## src/rtl/ptb_pkg.sv

```systemverilog
// Shared codes and types for the periodic timer bank.
package ptb_pkg;

  localparam logic [1:0] OP_START = 2'd0;
  localparam logic [1:0] OP_STOP  = 2'd1;
  localparam logic [1:0] OP_TICK  = 2'd2;

  localparam logic KIND_ACK  = 1'b0;
  localparam logic KIND_FIRE = 1'b1;

  localparam logic STATUS_OK       = 1'b0;
  localparam logic STATUS_REJECTED = 1'b1;

  localparam int SLOT_ID_WIDTH = 4;
  localparam int PERIOD_WIDTH  = 16;

  // Per-cell command, already qualified by the slot select.
  typedef struct packed {
    logic start;
    logic stop;
  } cell_cmd_t;

endpackage

```

## src/rtl/ptb_cell.sv

```systemverilog
// One timer slot: active flag, interval and elapsed count, with a scan token stage.
module ptb_cell #(
  parameter int COUNT_WIDTH = 16
) (
  input  logic                   clk,
  input  logic                   rst,
  input  ptb_pkg::cell_cmd_t     cmd,
  input  logic [COUNT_WIDTH-1:0] period,
  input  logic                   tok_in,
  output logic                   tok_out,
  output logic                   fire
);

  logic                   active;
  logic                   tok_q;
  logic [COUNT_WIDTH-1:0] period_q;
  logic [COUNT_WIDTH-1:0] elapsed;
  logic [COUNT_WIDTH:0]   elapsed_inc;
  logic                   hit;

  assign elapsed_inc = {1'b0, elapsed} + {{COUNT_WIDTH{1'b0}}, 1'b1};
  assign hit         = elapsed_inc >= {1'b0, period_q};
  assign fire        = tok_q & active & hit;
  assign tok_out     = tok_q;

  always_ff @(posedge clk) begin
    if (rst) begin
      active <= 1'b0;
      tok_q  <= 1'b0;
    end else begin
      tok_q <= tok_in;
      if (cmd.start) begin
        active <= 1'b1;
      end else if (cmd.stop) begin
        active <= 1'b0;
      end
    end
  end

  // The cell only advances while it holds the scan token.
  always_ff @(posedge clk) begin
    if (cmd.start) begin
      period_q <= period;
      elapsed  <= '0;
    end else if (tok_q && active) begin
      elapsed <= hit ? '0 : elapsed_inc[COUNT_WIDTH-1:0];
    end
  end

endmodule

```

## src/rtl/periodic_timer_bank_top.sv

```systemverilog
// A start or stop is acknowledged in the cycle after acceptance; busy stays low.
// A tick passes a token down the cell row, one slot per cycle, then enters a flush state;
// busy holds through the scan and the flush, so a new tick is taken only once both are done.
// Fires leave in ascending slot order, each held back one fire so the final one carries last.
// Synchronous reset clears all active flags, the token row and the output strobe.
// Results are shown for one cycle under valid; the receiver cannot stall.
module periodic_timer_bank_top #(
  parameter int NUM_SLOTS   = 16,
  parameter int COUNT_WIDTH = 16
) (
  input  logic        clk,
  input  logic        rst,
  input  logic        start,
  output logic        busy,
  input  logic [1:0]  operation,
  input  logic [3:0]  slot_id,
  input  logic [15:0] period_ticks,
  output logic        valid,
  output logic        result_kind,
  output logic [3:0]  fired_slot,
  output logic        status,
  output logic        last
);

  // Only slots that a 4-bit slot id can name get a cell.
  localparam int CELLS = (NUM_SLOTS < 16) ? NUM_SLOTS : 16;
  localparam int IW    = (CELLS > 1) ? $clog2(CELLS) : 1;
  localparam logic [31:0] COUNT_MAX = 32'((64'd1 << COUNT_WIDTH) - 64'd1);

  localparam logic [1:0] S_IDLE  = 2'd0;
  localparam logic [1:0] S_SCAN  = 2'd1;
  localparam logic [1:0] S_FLUSH = 2'd2;

  logic [1:0]             state;
  logic [IW-1:0]          scan_idx;
  logic                   pend_valid;
  logic [IW-1:0]          pend_slot;
  logic                   accept;
  logic                   slot_ok;
  logic                   start_ok;
  logic [31:0]            period_wide;
  logic [COUNT_WIDTH-1:0] period_sat;
  logic [CELLS-1:0]       sel;
  logic [CELLS:0]         tok;
  logic [CELLS-1:0]       fire;
  logic                   any_fire;

  ptb_pkg::cell_cmd_t cmd [CELLS];

  assign busy        = state != S_IDLE;
  assign accept      = start && !busy;
  assign slot_ok     = 32'(slot_id) < 32'(CELLS);
  assign start_ok    = slot_ok && (period_ticks != 16'd0);
  assign period_wide = 32'(period_ticks);
  assign period_sat  = (period_wide > COUNT_MAX) ? COUNT_MAX[COUNT_WIDTH-1:0]
                                                 : period_wide[COUNT_WIDTH-1:0];
  assign any_fire    = |fire;

  assign tok[0] = accept && (operation == ptb_pkg::OP_TICK);

  for (genvar i = 0; i < CELLS; i++) begin : g_cell
    assign sel[i]       = slot_id == 4'(i);
    assign cmd[i].start = accept && (operation == ptb_pkg::OP_START) && start_ok && sel[i];
    assign cmd[i].stop  = accept && (operation == ptb_pkg::OP_STOP) && sel[i];

    ptb_cell #(
      .COUNT_WIDTH(COUNT_WIDTH)
    ) u_cell (
      .clk    (clk),
      .rst    (rst),
      .cmd    (cmd[i]),
      .period (period_sat),
      .tok_in (tok[i]),
      .tok_out(tok[i+1]),
      .fire   (fire[i])
    );
  end

  always_ff @(posedge clk) begin
    if (rst) begin
      state      <= S_IDLE;
      scan_idx   <= '0;
      pend_valid <= 1'b0;
      valid      <= 1'b0;
    end else begin
      valid <= 1'b0;
      unique case (state)
        S_IDLE: begin
          scan_idx   <= '0;
          pend_valid <= 1'b0;
          if (accept) begin
            if (operation == ptb_pkg::OP_TICK) begin
              state <= S_SCAN;
            end else if (operation == ptb_pkg::OP_START || operation == ptb_pkg::OP_STOP) begin
              valid <= 1'b1;
            end
          end
        end
        S_SCAN: begin
          // A new fire releases the one held back, which therefore is not the last.
          if (any_fire) begin
            pend_valid <= 1'b1;
            valid      <= pend_valid;
          end
          if (scan_idx == IW'(CELLS - 1)) begin
            state <= S_FLUSH;
          end else begin
            scan_idx <= scan_idx + IW'(1);
          end
        end
        S_FLUSH: begin
          valid      <= pend_valid;
          pend_valid <= 1'b0;
          state      <= S_IDLE;
        end
        default: begin
          state <= S_IDLE;
        end
      endcase
    end
  end

  always_ff @(posedge clk) begin
    if (state == S_IDLE && accept) begin
      result_kind <= ptb_pkg::KIND_ACK;
      fired_slot  <= slot_id;
      status      <= (operation == ptb_pkg::OP_START && !start_ok) ?
                     ptb_pkg::STATUS_REJECTED : ptb_pkg::STATUS_OK;
      last        <= 1'b1;
    end else if (state == S_SCAN && any_fire) begin
      pend_slot   <= scan_idx;
      result_kind <= ptb_pkg::KIND_FIRE;
      fired_slot  <= 4'(pend_slot);
      status      <= ptb_pkg::STATUS_OK;
      last        <= 1'b0;
    end else if (state == S_FLUSH) begin
      result_kind <= ptb_pkg::KIND_FIRE;
      fired_slot  <= 4'(pend_slot);
      status      <= ptb_pkg::STATUS_OK;
      last        <= 1'b1;
    end
  end

endmodule

```

## config.mk

```make
export PLATFORM = sky130hd
export DESIGN_NAME = periodic_timer_bank_top
export DESIGN_NICKNAME = d
export VERILOG_FILES = /design/src/rtl/ptb_pkg.sv /design/src/rtl/ptb_cell.sv /design/src/rtl/periodic_timer_bank_top.sv
export SDC_FILE = /design/constraint.sdc
export NUM_CORES = 1
export LEC_CHECK = 0
export BUFFER_PORTS_ARGS = -buffer_cell sky130_fd_sc_hd__buf_2
export CAP_MARGIN = 15
export CORE_ASPECT_RATIO = 0.8
export CORE_MARGIN = 5
export CORE_UTILIZATION = 55
export CTS_CLUSTER_SIZE = 12
export DETAILED_ROUTE_END_ITERATION = 10
export PLACE_DENSITY_LB_ADDON = 0.1
export SETUP_SLACK_MARGIN = 0.4
export SYNTH_ARGS = -nofsm -noshare
export SYNTH_HDL_FRONTEND = slang
export SYNTH_SLANG_ARGS = --single-unit
export TNS_END_PERCENT = 20
```

## constraint.sdc

```tcl
create_clock -name clk -period 4 [get_ports clk]
set_input_delay 0.6 -clock clk [delete_from_list [all_inputs] [get_ports clk]]
set_output_delay 0.6 -clock clk [all_outputs]
set_load 0.005 [all_outputs]
```

Yosys cells after proc, flatten, opt, wreduce, memory -nomap -nowiden
Cells that the tools add are included.
- flip-flop bits (word level): 563
- input bits: 25
- output and inout port bits: 9
- logic and storage cells: 327
- add/subtract/negate cells: 17
- magnitude comparators: 17
- equality and inequality tests: 25
- mux-type cells: 72
- bitwise operators: 33
- reductions and logical operators: 90
- operators with widths (cell ; number):
    adder 16 x 1 -> 17 bit (second input constant) ; 16
    greater-or-equal comparator 17 x 16 -> 1 bit ; 16
    2-to-1 mux 16 bit ; 17
    logical AND 1 bit ; 56
    2-to-1 mux 1 bit ; 44
    nonzero test 2 bit ; 20
    equality test 4 bit (second input constant) ; 9
    AND 1 bit ; 32
    equality test 4 x 3 -> 1 bit (second input constant) ; 4
    > comparator 16 bit (second input constant) ; 1
    2-to-1 mux 4 bit ; 4
    nonzero test 16 bit ; 1
    OR reduction 16 bit ; 1
    inequality test 2 bit (second input constant) ; 5
    equality test 4 x 2 -> 1 bit (second input constant) ; 2
    case mux 4 bit (2 select lines) ; 1
    2-to-1 mux 2 bit ; 3
    AND reduction 2 bit ; 3
    adder 4 x 1 -> 4 bit (second input constant) ; 1
    equality test 2 x 1 -> 1 bit (second input constant) ; 2
    equality test 2 bit (second input constant) ; 2
    equality test 4 x 1 -> 1 bit (second input constant) ; 1
    logical NOT 2 bit ; 2
    logical NOT 4 bit ; 1
    other kinds (9) ; 10

Depth between registers and ports, before layout
- word-level depth: 7
- gate-level depth with buffers: 18
- depth with buffers taken out: 17

Modules after synthesis
A second synthesis with hierarchy kept.
- cell total of the unflattened synthesis: 2995
- area total of the unflattened synthesis: 30391.6 µm²
- modules (own cells, without submodules) (module ; times used ; cells an instance ; area an instance (µm²) ; sequential area each (µm²)):
    ptb_cell ; 16 ; 179 ; 1823.0 ; 840.8
    periodic_timer_bank_top ; 1 ; 131 ; 1223.7 ; 470.5

Least setup slack after synthesis
OpenSTA, ideal clock, no wires.
- path kind: reg-to-reg
- start: register g_cell[13].u_cell.elapsed[0]
- end: register fired_slot[0], enable pin
- library setup time: 0.287 ns
- arrival: 3.857 ns
- data required time: 3.713 ns
- setup slack: -0.144 ns
- stages on the path, launching flop included: 16
- buffers on the path: 1
- period minus slack after synthesis: 4.144 ns
- cell sequence: dfxtp_1 > ha_1 > nand2_1 > or3_1 > clkbuf_2 > nor3_1 > xor2_1 > ha_1 > a21oi_1 > nor2_1 > a311o_1 > a2111o_1 > a311o_1 > or4_4 > o21ai_4 > a21oi_1
- cells in the longest elaborated chain, start to end: 6
- RTL lines (item ; RTL line ; RTL):
    start, declared ; ptb_cell.sv:17 ; logic [COUNT_WIDTH-1:0] elapsed;
    start signal, assigned ; ptb_cell.sv:46 ; elapsed <= hit ? '0 : elapsed_inc[COUNT_WIDTH-1:0];
    adder 16 x 1 -> 17 bit ; ptb_cell.sv:21 ; assign elapsed_inc = {1'b0, elapsed} + {{COUNT_WIDTH{1'b0}}, 1'b1};
    greater-or-equal comparator 17 x 16 -> 1 bit ; ptb_cell.sv:22 ; assign hit = elapsed_inc >= {1'b0, period_q};
    AND 1 bit ; ptb_cell.sv:23 ; assign fire = tok_q & active & hit;
    OR reduction 16 bit ; periodic_timer_bank_top.sv:57 ; assign any_fire = |fire;
    logical AND 1 bit ; periodic_timer_bank_top.sv:130 ; end else if (state == S_SCAN && any_fire) begin
    nonzero test 3 bit (no line) ; - ;
    end signal, assigned ; periodic_timer_bank_top.sv:126 ; fired_slot <= slot_id;
    end signal, assigned ; periodic_timer_bank_top.sv:133 ; fired_slot <= 4'(pend_slot);
    end signal, assigned ; periodic_timer_bank_top.sv:138 ; fired_slot <= 4'(pend_slot);
    end, declared ; periodic_timer_bank_top.sv:20 ; output logic [3:0] fired_slot,
No other way between the ends.
A chain may end at the register's enable or synchronous reset.

Worst setup path in the final report
- start: register g_cell[12].u_cell.elapsed[2]
- end: register fired_slot[0], enable pin
- cells in the longest elaborated chain, start to end: 6
- RTL lines (item ; RTL line):
    start, declared ; ptb_cell.sv:17
    start signal, assigned ; ptb_cell.sv:46
    adder 16 x 1 -> 17 bit ; ptb_cell.sv:21
    greater-or-equal comparator 17 x 16 -> 1 bit ; ptb_cell.sv:22
    AND 1 bit ; ptb_cell.sv:23
    OR reduction 16 bit ; periodic_timer_bank_top.sv:57
    logical AND 1 bit ; periodic_timer_bank_top.sv:130
    nonzero test 3 bit (no line) ; -
No other way between the ends.

==> run_results.csv <==
group,metric,value,unit
run_status,status,"completed",
placement,dp_cells,3983,
sta,layout_min_cycle_time,3.982,ns
setup_path,cp.required,4.38,ns
yosys,synth_common_cells,"nor2_1, dfxtp_1, inv_1",
final_layout,drive_above_1_share,12.94,%
yosys,synth_fp_nets,3478,
final_layout,fin_nets,3655,
global_routing,grt-ovfl-total,0,
clocking,cts.clk_slew.worst_paths,0.06,ns
yosys,synth_top_cell_area_share,26.44,%
yosys,synthTopCellsByArea,"edfxtp_1, dfxtp_1, ha_1",
yosys,ys_types,75,
setup_path,worst_setup_path_end_kind,"flip-flop",
drt,vias,23590,
yosys,ys_seq_elements,563,
yosys,synth_ff_type,"dfxtp_1",
sta,final_hold_viol_count,0,
clocking,cts-root-buf,"clkbuf_16",
placement,io_buffer_count,33,
yosys,synth.avg_cell_area,9.463,sq um
clocking,ctsLongestPathBuffers,3,
yosys,synth_cells,3180,
setup_path,path_cells,"and3_4, and3_1, and3_4, and3_4, and2_4, nand4_1, xnor2_2, ha_1, and3_4, a211oi_2, o211ai_1, a32o_2, a311o_1, or4_4, o21ai_4, a21oi_4",
clocking,cts_num_sinks,563,
global_routing,grt_max_degree,40,
setup_path,crit_buf_inv,0,
clocking,cts_max_level,2,
sta,tns,0,ns
setup_path,cp.arrival,4.36,ns
sta,tightest_slew,0.9544,ns
clocking,cts_tree,"yes",
floorplan,coreArea,54010,sq um
flow_run,maxCapViolations,0,
setup_path,slowest_delay,0.47,ns
sta,rsz0062_at_grt,"yes",
clocking,clock_latency,0.63,ns
drt,routed_wl,76530,um
yosys,ys_warn_count,0,
yosys,synthArstFlopShare,0,%
drt,vias_per_cell,5.741,
sta,finalCritPeriodShare,99.55,%
floorplan,die_w,271.5,um
sta,slew_viol_final,0,
setup_path,cpMostUsedCell,"and3_4",
yosys,synth_largest_area_cell,"edfxtp_1",
global_routing,groute.usage.overall,25.29,%
final_layout,area_growth,14.86,%
yosys,yosysMostFrequentCell,"nor2_1",
final_layout,final_cells,4109,
placement,place.detailed.hpwl,51490,um
setup_path,cp-start-kind,"flip-flop",
global_routing,antenna_found_initial,11,
floorplan,die-height,219.2,um
final_layout,diodes,0,
floorplan,dieArea,59520,sq um
floorplan,fp-row-count,76,
sta,finClkSkew,0.02831,ns
sta,max_freq,251.1,MHz
setup_path,crit_fanout,5,
floorplan,start_util,55.71,%
sta,timing.hold.ws,0.2104,ns
min_path,min_path_type,"primary input to flip-flop",
placement,gp_congestion,0.8903,
sta,relSlewSlack,36.30,%
pwr,peakVddDrop,0.4599,mV
floorplan,io-pin-count,34,
yosys,synth_area,30090,sq um
drt,drtIter0Drc,2114,
sta,setup_viol,0,
drt,antenna_left,0,
drt,wl_per_cell,18.62,um
pwr,powerDensity,486.0,nW/um^2
drt,drc,0,
pwr,leakage,14.49,nW
drt,firstDrtPassIters,6,
yosys,synth-edff-count,265,
setup_path,critPathKind,"flip-flop to flip-flop",
clocking,cts_buffers,58,
setup_path,crit_family,"simple AND/OR/NAND/NOR gates",
setup_path,critPathSlowestCell,"or4_4",
global_routing,grt_pass1_wl,121400,um
global_routing,grt_pass1_vias,22800,
yosys,yosysSeqAreaShare,46.27,%
==> cell usage in the layout, fill, tap and decap left out, types with 9 or more instances in the layout <==
cell type,n
clkbuf_16,60
edfxtp_1,265
nor2b_1,46
nand3b_1,47
o21ai_0,117
nand3_2,9
buf_4,176
clkbuf_1,24
nor3b_1,46
a211oi_1,15
nand4_1,68
dfxtp_2,21
nand3_1,161
xnor2_1,124
nor3_1,28
xor2_1,110
nand2b_1,16
ha_1,269
nor2_1,346
inv_1,280
a22oi_1,60
buf_2,33
nand2_1,210
dfxtp_1,275
and2_1,15
and3_4,12
xnor2_2,10
nor2_2,25
a21o_1,27
and3_1,47
a2bb2oi_1,13
nor4_1,11
clkbuf_8,14
and4_1,11
a21oi_1,258
==> timing repair <==
action                                  CTS  global route
endpoints found under the setup margin   49           131
hold buffers                              0             0
pin swaps                                20            17
gates resized for setup                  37            70
setup buffers                             6             9
cloned                                    0             0
==> final cells by class <==
cell class	count	area (sq um)
Tap cell	702	878.3
Timing Repair Buffer	213	1544
Clock inverter	12	123.9
Fill cell	4389	19450
Inverter	281	1055
Sequential cell	563	13960
Multi-Input combinational cell	2240	15220
Clock buffer	98	1784
==> per-stage QoR <==
step | setup WS [ns] | util (%) | instance area (sq um) | power, mW
after floorplan | 0.1769 | - | 30190 | 9.971
after global placement | -0.06798 | 59.49 | 32130 | 11.04
after detailed placement | -0.06532 | 59.49 | 32130 | 11.25
after CTS | 0.01655 | 63.41 | 34250 | 16.76
after global routing | -0.1329 | 63.99 | 34560 | 17.77
final | 0.01810 | 63.99 | 34560 | 16.80
==> routing by layer <==
layer / wire length (um) / track usage, %
met4: 3082 / 9.866
met2: 34070 / 40.22
met1: 34480 / 34.87
met5: 48 / 0
met3: 4843 / 4.318
==> registers in the layout, indices dropped and copies added, names as in the netlist, 2 cells and up <==
register / flops
g_cell.u_cell.elapsed: 256
pend_slot: 4
g_cell.u_cell.active: 16
fired_slot: 4
g_cell.u_cell.period_q: 256
scan_idx: 4
state: 2
g_cell.u_cell.tok_out: 16
==> worst paths after layout <==
kind | from | to | slack (ns) | depth (start not counted)
setup / recovery | g_cell[12].u_cell.elapsed[2] | fired_slot[0] | 0.02 | 16
hold / removal | operation[0] | g_cell[0].u_cell.tok_out | 0.21 | 2
hold reg to reg | g_cell[3].u_cell.elapsed[4] | g_cell[3].u_cell.elapsed[4] | 0.47 | 2
setup reg to reg | g_cell[12].u_cell.elapsed[2] | fired_slot[0] | 0.02 | 16
==> logic make-up after synthesis <==
logic type | share of synthesized area [%]
and+or+nand+nor | 18.71
AOI/OAI and AO/OA | 11.48
xor gates and xnor gates | 7.131
adders and majority gates | 11.35
buffers and inverters | 4.744
DFF | 46.27
muxes | 0.3201
==> power breakdown <==
part | leakage [nW] | internal [mW] | switching, mW
clock | 0.931 | 3.15 | 2.26
combinational | 8.70 | 1.97 | 2.32
sequential | 4.86 | 6.54 | 0.558
Power figures use the tool's default switching activity.
